### config.mk
export PLATFORM = sky130hd
export DESIGN_NAME = dsob_front
export DESIGN_NICKNAME = d
export VERILOG_FILES = /design/src/rtl/core/dsob_pkg.sv /design/src/rtl/core/dsob_front.sv
export SDC_FILE = /design/constraint.sdc
export NUM_CORES = 1
export LEC_CHECK = 0
export BUFFER_PORTS_ARGS = -buffer_cell sky130_fd_sc_hd__buf_2
export CORE_MARGIN = 8
export CORE_UTILIZATION = 52
export CTS_CLUSTER_DIAMETER = 150
export DETAILED_ROUTE_END_ITERATION = 8
export PLACE_DENSITY_LB_ADDON = 0.25
export SYNTH_ARGS = -nofsm -noshare
export SYNTH_HDL_FRONTEND = slang
export SYNTH_SLANG_ARGS = --single-unit
### constraint.sdc
create_clock -name clk_i -period 7.7 [get_ports clk_i]
set_input_delay 1.54 -clock clk_i [delete_from_list [all_inputs] [get_ports clk_i]]
set_output_delay 1.54 -clock clk_i [all_outputs]
set_load 0.03 [all_outputs]
### src/rtl/core/dsob_pkg.sv
`timescale 1ns / 1ps

package dsob_pkg;

  localparam int unsigned MODES    = 64;
  localparam int unsigned MODE_AW  = (MODES > 1) ? $clog2(MODES) : 1;
  localparam int unsigned LUT_AW   = 18;
  localparam int unsigned QTR_W    = LUT_AW - 2;
  localparam int unsigned P_W      = QTR_W + 1;

  localparam logic [30:0] HALF_PI_Q30 = 31'd1686629713;
  localparam logic [30:0] Q30_ONE     = 31'h4000_0000;
  localparam logic [23:0] ENV_ONE     = 24'h80_0000;
  localparam logic [23:0] ENV_MAX     = 24'hFF_FFFF;
  localparam logic [7:0]  WRAP_MAX    = 8'd255;
  localparam logic [16:0] ATTACK_ONE  = 17'h1_0000;
  localparam logic [16:0] SINE_MAX    = 17'd131071;
  localparam int unsigned VOL_SHIFT   = 14;
  localparam int unsigned ACC_W       = 40;
  localparam logic [2:0]  SERIES_LAST = 3'd5;

  localparam int unsigned FQ_DEPTH = 2;
  localparam int unsigned FQ_AW    = 1;

  localparam logic [2:0] OP_LOAD  = 3'd0;
  localparam logic [2:0] OP_DECAY = 3'd1;
  localparam logic [2:0] OP_TICK  = 3'd2;
  localparam logic [2:0] OP_START = 3'd3;
  localparam logic [2:0] OP_STOP  = 3'd4;

  localparam logic [2:0] CFG_VOLUME   = 3'd0;
  localparam logic [2:0] CFG_ATT_LEN  = 3'd1;
  localparam logic [2:0] CFG_ATT_RCP  = 3'd2;
  localparam logic [2:0] CFG_DURATION = 3'd3;
  localparam logic [2:0] CFG_GAIN_BND = 3'd4;

  typedef enum logic [2:0] {
    CMD_LOAD, CMD_DECAY, CMD_TICK, CMD_START, CMD_STOP
  } cmd_kind_e;

  typedef struct packed {
    cmd_kind_e          kind;
    logic [MODE_AW-1:0] idx;
    logic [31:0]        inc;
    logic [23:0]        gain;
    logic [23:0]        decay;
    logic [17:0]        bend;
    logic [17:0]        recip;
  } cmd_t;

  typedef struct packed {
    logic [15:0] volume;
    logic [23:0] attack_periods;
    logic [31:0] attack_recip;
    logic [31:0] duration;
    logic        gain_by_bend;
  } cfg_t;

  // The nested sine series divides by 156, 110, 72, 42, 20 and 6, innermost term first.
  // Each divisor d is replaced by a multiplication with ceil(2^s / d) and a shift by s,
  // where s is 32 plus the bits of d; this gives the exact quotient of any 32-bit dividend.
  function automatic logic [32:0] series_magic(input logic [2:0] k);
    logic [63:0] m;
    case (k)
      3'd0:    m = ((64'd1 << 40) + 64'd155) / 64'd156;
      3'd1:    m = ((64'd1 << 39) + 64'd109) / 64'd110;
      3'd2:    m = ((64'd1 << 39) + 64'd71) / 64'd72;
      3'd3:    m = ((64'd1 << 38) + 64'd41) / 64'd42;
      3'd4:    m = ((64'd1 << 37) + 64'd19) / 64'd20;
      default: m = ((64'd1 << 35) + 64'd5) / 64'd6;
    endcase
    return m[32:0];
  endfunction

  function automatic logic [5:0] series_shift(input logic [2:0] k);
    logic [5:0] s;
    case (k)
      3'd0:    s = 6'd40;
      3'd1:    s = 6'd39;
      3'd2:    s = 6'd39;
      3'd3:    s = 6'd38;
      3'd4:    s = 6'd37;
      default: s = 6'd35;
    endcase
    return s;
  endfunction

endpackage

### src/rtl/core/dsob_front.sv
`timescale 1ns / 1ps

module dsob_front
  import dsob_pkg::*;
(
  input  logic        clk_i,
  input  logic        rst_ni,
  input  logic        start,
  output logic        busy,
  input  logic [2:0]  opcode_i,
  input  logic [5:0]  mode_index_i,
  input  logic [31:0] increment_i,
  input  logic [23:0] gain_i,
  input  logic [23:0] decay_i,
  input  logic [17:0] bend_mult_i,
  input  logic [17:0] bend_recip_i,
  input  logic        pop_i,
  output logic        head_valid_o,
  output cmd_t        head_o
);

  cmd_t             fifo_q [FQ_DEPTH];
  logic [FQ_AW-1:0] wr_ptr_q;
  logic [FQ_AW-1:0] rd_ptr_q;
  logic [FQ_AW:0]   count_q;

  logic      keep;
  logic      push;
  logic      pop;
  cmd_kind_e kind;
  logic      idx_ok;

  assign idx_ok = (32'(mode_index_i) < MODES);

  // Unknown opcodes and slots beyond the bank are dropped here.
  always_comb begin
    keep = 1'b1;
    kind = CMD_TICK;
    case (opcode_i)
      OP_LOAD: begin
        kind = CMD_LOAD;
        keep = idx_ok;
      end
      OP_DECAY: begin
        kind = CMD_DECAY;
        keep = idx_ok;
      end
      OP_TICK:  kind = CMD_TICK;
      OP_START: kind = CMD_START;
      OP_STOP:  kind = CMD_STOP;
      default:  keep = 1'b0;
    endcase
  end

  assign busy         = (count_q == (FQ_AW + 1)'(FQ_DEPTH));
  assign push         = start && !busy && keep;
  assign head_valid_o = (count_q != '0);
  assign pop          = pop_i && head_valid_o;
  assign head_o       = fifo_q[rd_ptr_q];

  always_ff @(posedge clk_i or negedge rst_ni) begin
    if (!rst_ni) begin
      wr_ptr_q <= '0;
      rd_ptr_q <= '0;
      count_q  <= '0;
    end else begin
      if (push) wr_ptr_q <= wr_ptr_q + 1'b1;
      if (pop)  rd_ptr_q <= rd_ptr_q + 1'b1;
      if (push && !pop)      count_q <= count_q + 1'b1;
      else if (pop && !push) count_q <= count_q - 1'b1;
    end
  end

  always_ff @(posedge clk_i) begin
    if (push) begin
      fifo_q[wr_ptr_q] <= '{kind:  kind,
                            idx:   MODE_AW'(mode_index_i),
                            inc:   increment_i,
                            gain:  gain_i,
                            decay: decay_i,
                            bend:  bend_mult_i,
                            recip: bend_recip_i};
    end
  end

endmodule

## Word level (Yosys, flattened, before mapping)

Memory sizes are Yosys's and may differ from the RTL's.
Index checks and enable logic that the tools add are counted.

- Bits in registers: 4
- RAM bits: 250
- Input bits: 129
- Output and inout bits: 127
- Word-level logic and storage cells: 31
- Memories: 1

Memory list:

| memory | words | width | rd ports | clocked after memory_dff | write ports | RTL line | text |
|---|---|---|---|---|---|---|---|
| fifo_q | 2 | 125 | 1 | 0 | 1 | dsob_front.sv:22 | `cmd_t fifo_q [FQ_DEPTH];` |

- Add/subtract/negate cells: 4
- Equality and inequality tests: 5
- Multiplexer cells: 6
- Reduce and logical (&&, ||, !) cells: 12

Operators with widths:

| cell | count |
|---|---|
| $pmux 3 s4 | 1 |
| $eq 3x2->1 const B | 2 |
| $logic_and 1x1->1 | 5 |
| $reduce_or 5->1 | 1 |
| $mux 2 | 2 |
| $reduce_bool 2->1 | 2 |
| $eq 3x1->1 const B | 1 |
| $eq 3x3->1 const B | 1 |
| $logic_not 1->1 | 3 |
| $logic_not 3->1 | 1 |
| $mux 1 | 3 |
| $add 1x1->1 const B | 2 |
| $add 2x1->2 const B | 1 |
| $eq 2x2->1 const B | 1 |
| $sub 2x1->2 const B | 1 |

## Depth between registers and ports, before layout

- Depth in word-level cells: 8
- Depth in mapped cells: 7

## Worst setup path before layout

No wires, ideal clock.

- Path type: input to register
- From: input port opcode_i[1]
- To: memory fifo_q[0][0] (netlist name) (enable)
- Arrival time: 7.059 ns
- Required time: 7.089 ns
- Path slack: 0.030 ns
- Stages: 3
- Cells stage by stage: o21ai_0 > nand3b_1 > nor2_1

- Word-level cells in the longest chain between the ends: 6

Ends and longest elaborated chain:

| what | RTL line | text |
|---|---|---|
| start: declaration | dsob_front.sv:10 | `input logic [2:0] opcode_i,` |
| $eq 3x3->1, or another cell as far along | dsob_front.sv:39 | `case (opcode_i)` |
| $reduce_or 5->1 (no line) (*) | -- |  |
| $mux 1 (*) | dsob_front.sv:39 |  |
| $logic_and 1x1->1 (*) | dsob_front.sv:56 | `assign push = start && !busy && keep;` |
| $mux 1 (*) | dsob_front.sv:75 | `if (push) begin` |
| $mux 1 (not written as such) (*) | dsob_front.sv:76 | `fifo_q[wr_ptr_q] <= '{kind: kind,` |
| end: declaration | dsob_front.sv:22 |  |

Every way passes the cells marked *; elsewhere a longest branch is shown, timed or not.

==> key figures <==
STA
  • Worst Max-Slew Pin Slew: between 1 and 1.5 ns
  • Min Hold Slack: between 0.5 and 0.6 ns
  • Worst Skew: between 0.01 and 0.015 ns
  • Slew HR: 22.5%
  • Worst setup margin: around 3.1 ns
  • Final TNS setup: 0 ns
  • FMAX: 219 MHz
  • RSZ-0062 raised after global routing: no
  • Period minus WS final: around 4.6 ns
  • Hold Vio Cnt, Final: 0
  • Final Slew Violations: 0
  • Final setup viols: 0
  • Period utilization: between 50% and 60%

Yosys
  • Yosys warnings: 0
  • Post-synthesis cell count: approximately 410
  • Post-synth EDFFs: 250
  • Post-synthesis sequential area ratio: 80.9%
  • Syn nets: roughly 540
  • Yosys reg bits: about 250
  • Average instance area after synthesis: ~23 um2
  • Yosys cell types: 18
  • Netlist Area Pre-Place: 9400 um2
  • Predominant post-synthesis flop cell: edfxtp_1
  • Async S/R FF share, synth: under 10%

Final layout
  • Final Core Density: 65.3%
  • Share of layout cells above drive strength 1: approximately 60%
  • Fill count: 1239
  • Area growth, synth to finish: 23.9%
  • Nets: between 800 and 900
  • Fin cells: 934

Setup path
  • Worst reg2reg startpoint: count_q[1]$_DFFE_PN0P_
  • Critical Path RT: 6.16 ns
  • Critical path endpoint category: primary output
  • Worst Path Arrival: approximately 3.0 ns
  • Crit start category: register
  • Critical path class: register to primary output
  • R2r setup slk: 5.34 ns
  • Slowest cell on crit path: dfrtp_4
  • R2R cell count: 4
  • Worst-path cell chain: buf_4 > mux2_2 > buf_2
  • Max incr delay on CP: between 1 and 1.5 ns
  • Crit-path max FO: roughly 80
  • Reg2reg end: fifo_q[0][29]$_DFFE_PP_

GRT
  • Largest net degree at the start of global routing: 84
  • Initial antenna violation count: 6
  • Vias in the first global route: around 5300
  • Remaining global-route overflow: 0
  • First-pass GRT wire length: around 28000 um
  • Total Routing Usage GR: between 15 and 20%

Worst hold path
  • Min-Delay Path Depth: 1
  • Hold Path Class: register to register
  • Hold Path Sink: count_q[1]$_DFFE_PN0P_
  • Hold wc startpoint: count_q[1]$_DFFE_PN0P_

Power and ir drop
  • Share of power burned in registers: about 43%
  • LEAKAGE: ~4.4 nW
  • Switching Fraction: roughly 34%
  • Pwr dens: approximately 380 nW/um2
  • Net Sw Power: around 0.0015 W
  • Max VDD drop: 0.000293 V
  • Combinational share of power: between 30% and 40%
  • Internal power: 0.00295 W
  • Share of total power in the clock network: 24.1%

Status
  • Status: finished, final reports clean

CTS
  • Longest Clk Path Bufs: 3
  • TritonCTS Buffers: 25
  • H-tree levels: 1
  • Clk pin slew, worst setup/hold paths: 0.06 ns
  • Resized cells post-CTS: 0
  • Clock Sinks: between 200 and 300
  • CTS root buf: clkbuf_16
  • Worst skew pair latency: 0.50 ns
  • Setup Fix Bufs, Post-CTS: 0
  • TritonCTS clock tree: done
  • Hold buffer count at CTS: 0

Drt
  • Drc violations: 0
  • WL per Instance: slightly above 20 um
  • Final WL: 18800 um
  • Vias per cell: roughly 5.1
  • Detailed Routing Iterations Pass 1: 4
  • Vias: 4780
  • Antenna Nets Post-Route: 0
  • Violation count after the first detailed-route iteration: between 150 and 200

Placed design
  • IO buf count: around 260
  • RePlAce Congestion: 0.744
  • Cell Count Post-Placement: ~890
  • HPWL Detailed: ~13000 um
  • Place WS: roughly 3.6 ns

Floorplan
  • Starting Density: a little over half
  • Vert. Die Dim: 150 um
  • Die area: about 23000 um2
  • Num ports: roughly 260
  • Die width: 150 um
  • Rows: between 40 and 50
  • Core area: 17800 um2

Flow run
  • Max_cap viols: 0
-- Yosys cell counts (all sizes together) (2+ instances only) --
master  number  area share [%]
nor2         3            0.12
xnor2        3            0.28
buf         14             1.1
mux2       125              17
nor2b        2            0.13
xor2         2            0.19
dfrtp        4             1.1
edfxtp     250              80
inv          2           0.080
-- power by group through the flow --
| stage | clock [W] | sequential (W) | combinational [W] |
|---|---|---|---|
| after floorplan | 0 | 0.00187 | 0.00121 |
| after global placement | 0 | 0.00193 | 0.00150 |
| after detailed placement | 0 | 0.00194 | 0.00151 |
| after CTS | 0.00111 | 0.00192 | 0.00152 |
| after global routing | 0.00116 | 0.00194 | 0.00157 |
| final | 0.00108 | 0.00191 | 0.00149 |
-- cell usage in the layout (no fill, tap or decap), types with 2 or more instances in the layout --
cell type,netlist,layout
buf_2,8,255
buf_4,0,5
clkbuf_1,0,12
clkbuf_16,0,25
clkbuf_8,0,2
clkinv_1,0,3
clkinv_2,0,2
dfrtp_1,4,3
diode_2,0,2
edfxtp_1,250,250
inv_1,2,2
mux2_2,85,85
mux2_4,40,40
nor2_4,0,2
nor2b_1,2,2
xnor2_1,3,3
xor2_1,2,2
-- sequential cells by signal (all words and copies together), names as in the netlist --
| name | flops |
|---|---|
| count_q | 2 |
| rd_ptr_q | 1 |
| fifo_q | 250 |
| wr_ptr_q | 1 |
-- kinds of logic (layout without fill, tap and decap cells) --
kind of cell | after synthesis | count (layout) | share of synthesized area [%]
buffers and inverters | 16 | 307 | 1.22
AND/OR/NAND/NOR | 9 | 9 | 0.519
other | 0 | 2 | 0
flip-flops | 254 | 254 | 80.9
adder cells (fa/ha/maj) | 1 | 1 | 0.133
multiplexers | 125 | 125 | 16.6
XOR/XNOR | 5 | 5 | 0.466
AO/OA/AOI/OAI | 2 | 2 | 0.133
-- critical path: cells and delay by family (launching register included) --
kind,cells,cell delay (ns)
DFF,1,1.13
muxes,1,0.42
buffers and inverters,2,0.95
-- per-layer routing --
layer / global-route usage, % / vias to the layer above / wire (um)
met3: 5.71 / 39 / 1970
met5: 0 / - / 54
met4: 5.65 / 10 / 442
met1: 19.0 / 2343 / 7140
li1: - / 2190 / -
met2: 27.1 / 198 / 9190
-- how the worst max path moves through the flow --
stage               cells after the start                  from                     end
floorplan                               3           opcode_i[1]  fifo_q[0][0]$_DFFE_PP_
global placement                        3  rd_ptr_q$_DFFE_PN0P_              head_o[24]
global route                            3  rd_ptr_q$_DFFE_PN0P_              head_o[22]
detailed placement                      3  rd_ptr_q$_DFFE_PN0P_              head_o[22]
CTS                                     3  rd_ptr_q$_DFFE_PN0P_              head_o[22]
finish                                  3  rd_ptr_q$_DFFE_PN0P_              head_o[30]
-- stage by stage --
stage,power [W],cell area [um2]
final,0.00448,11600
after detailed placement,0.00346,10900
after floorplan,0.00308,9400
after global placement,0.00342,10900
after CTS,0.00454,11600
after global routing,0.00466,11600
-- layout make-up --
cell class | count | area [um2] | area share (%)
inverter | 2 | 7.51 | 0.0645
multi-input combinational | 142 | 1690 | 14.5
tap | 229 | 287 | 2.46
clock inverter | 6 | 28.8 | 0.247
clock buffer | 39 | 698 | 6.00
sequential | 254 | 7610 | 65.4
antenna | 2 | 5.00 | 0.0430
timing repair buffer | 260 | 1310 | 11.3
Power figures use the tool's default switching activity.
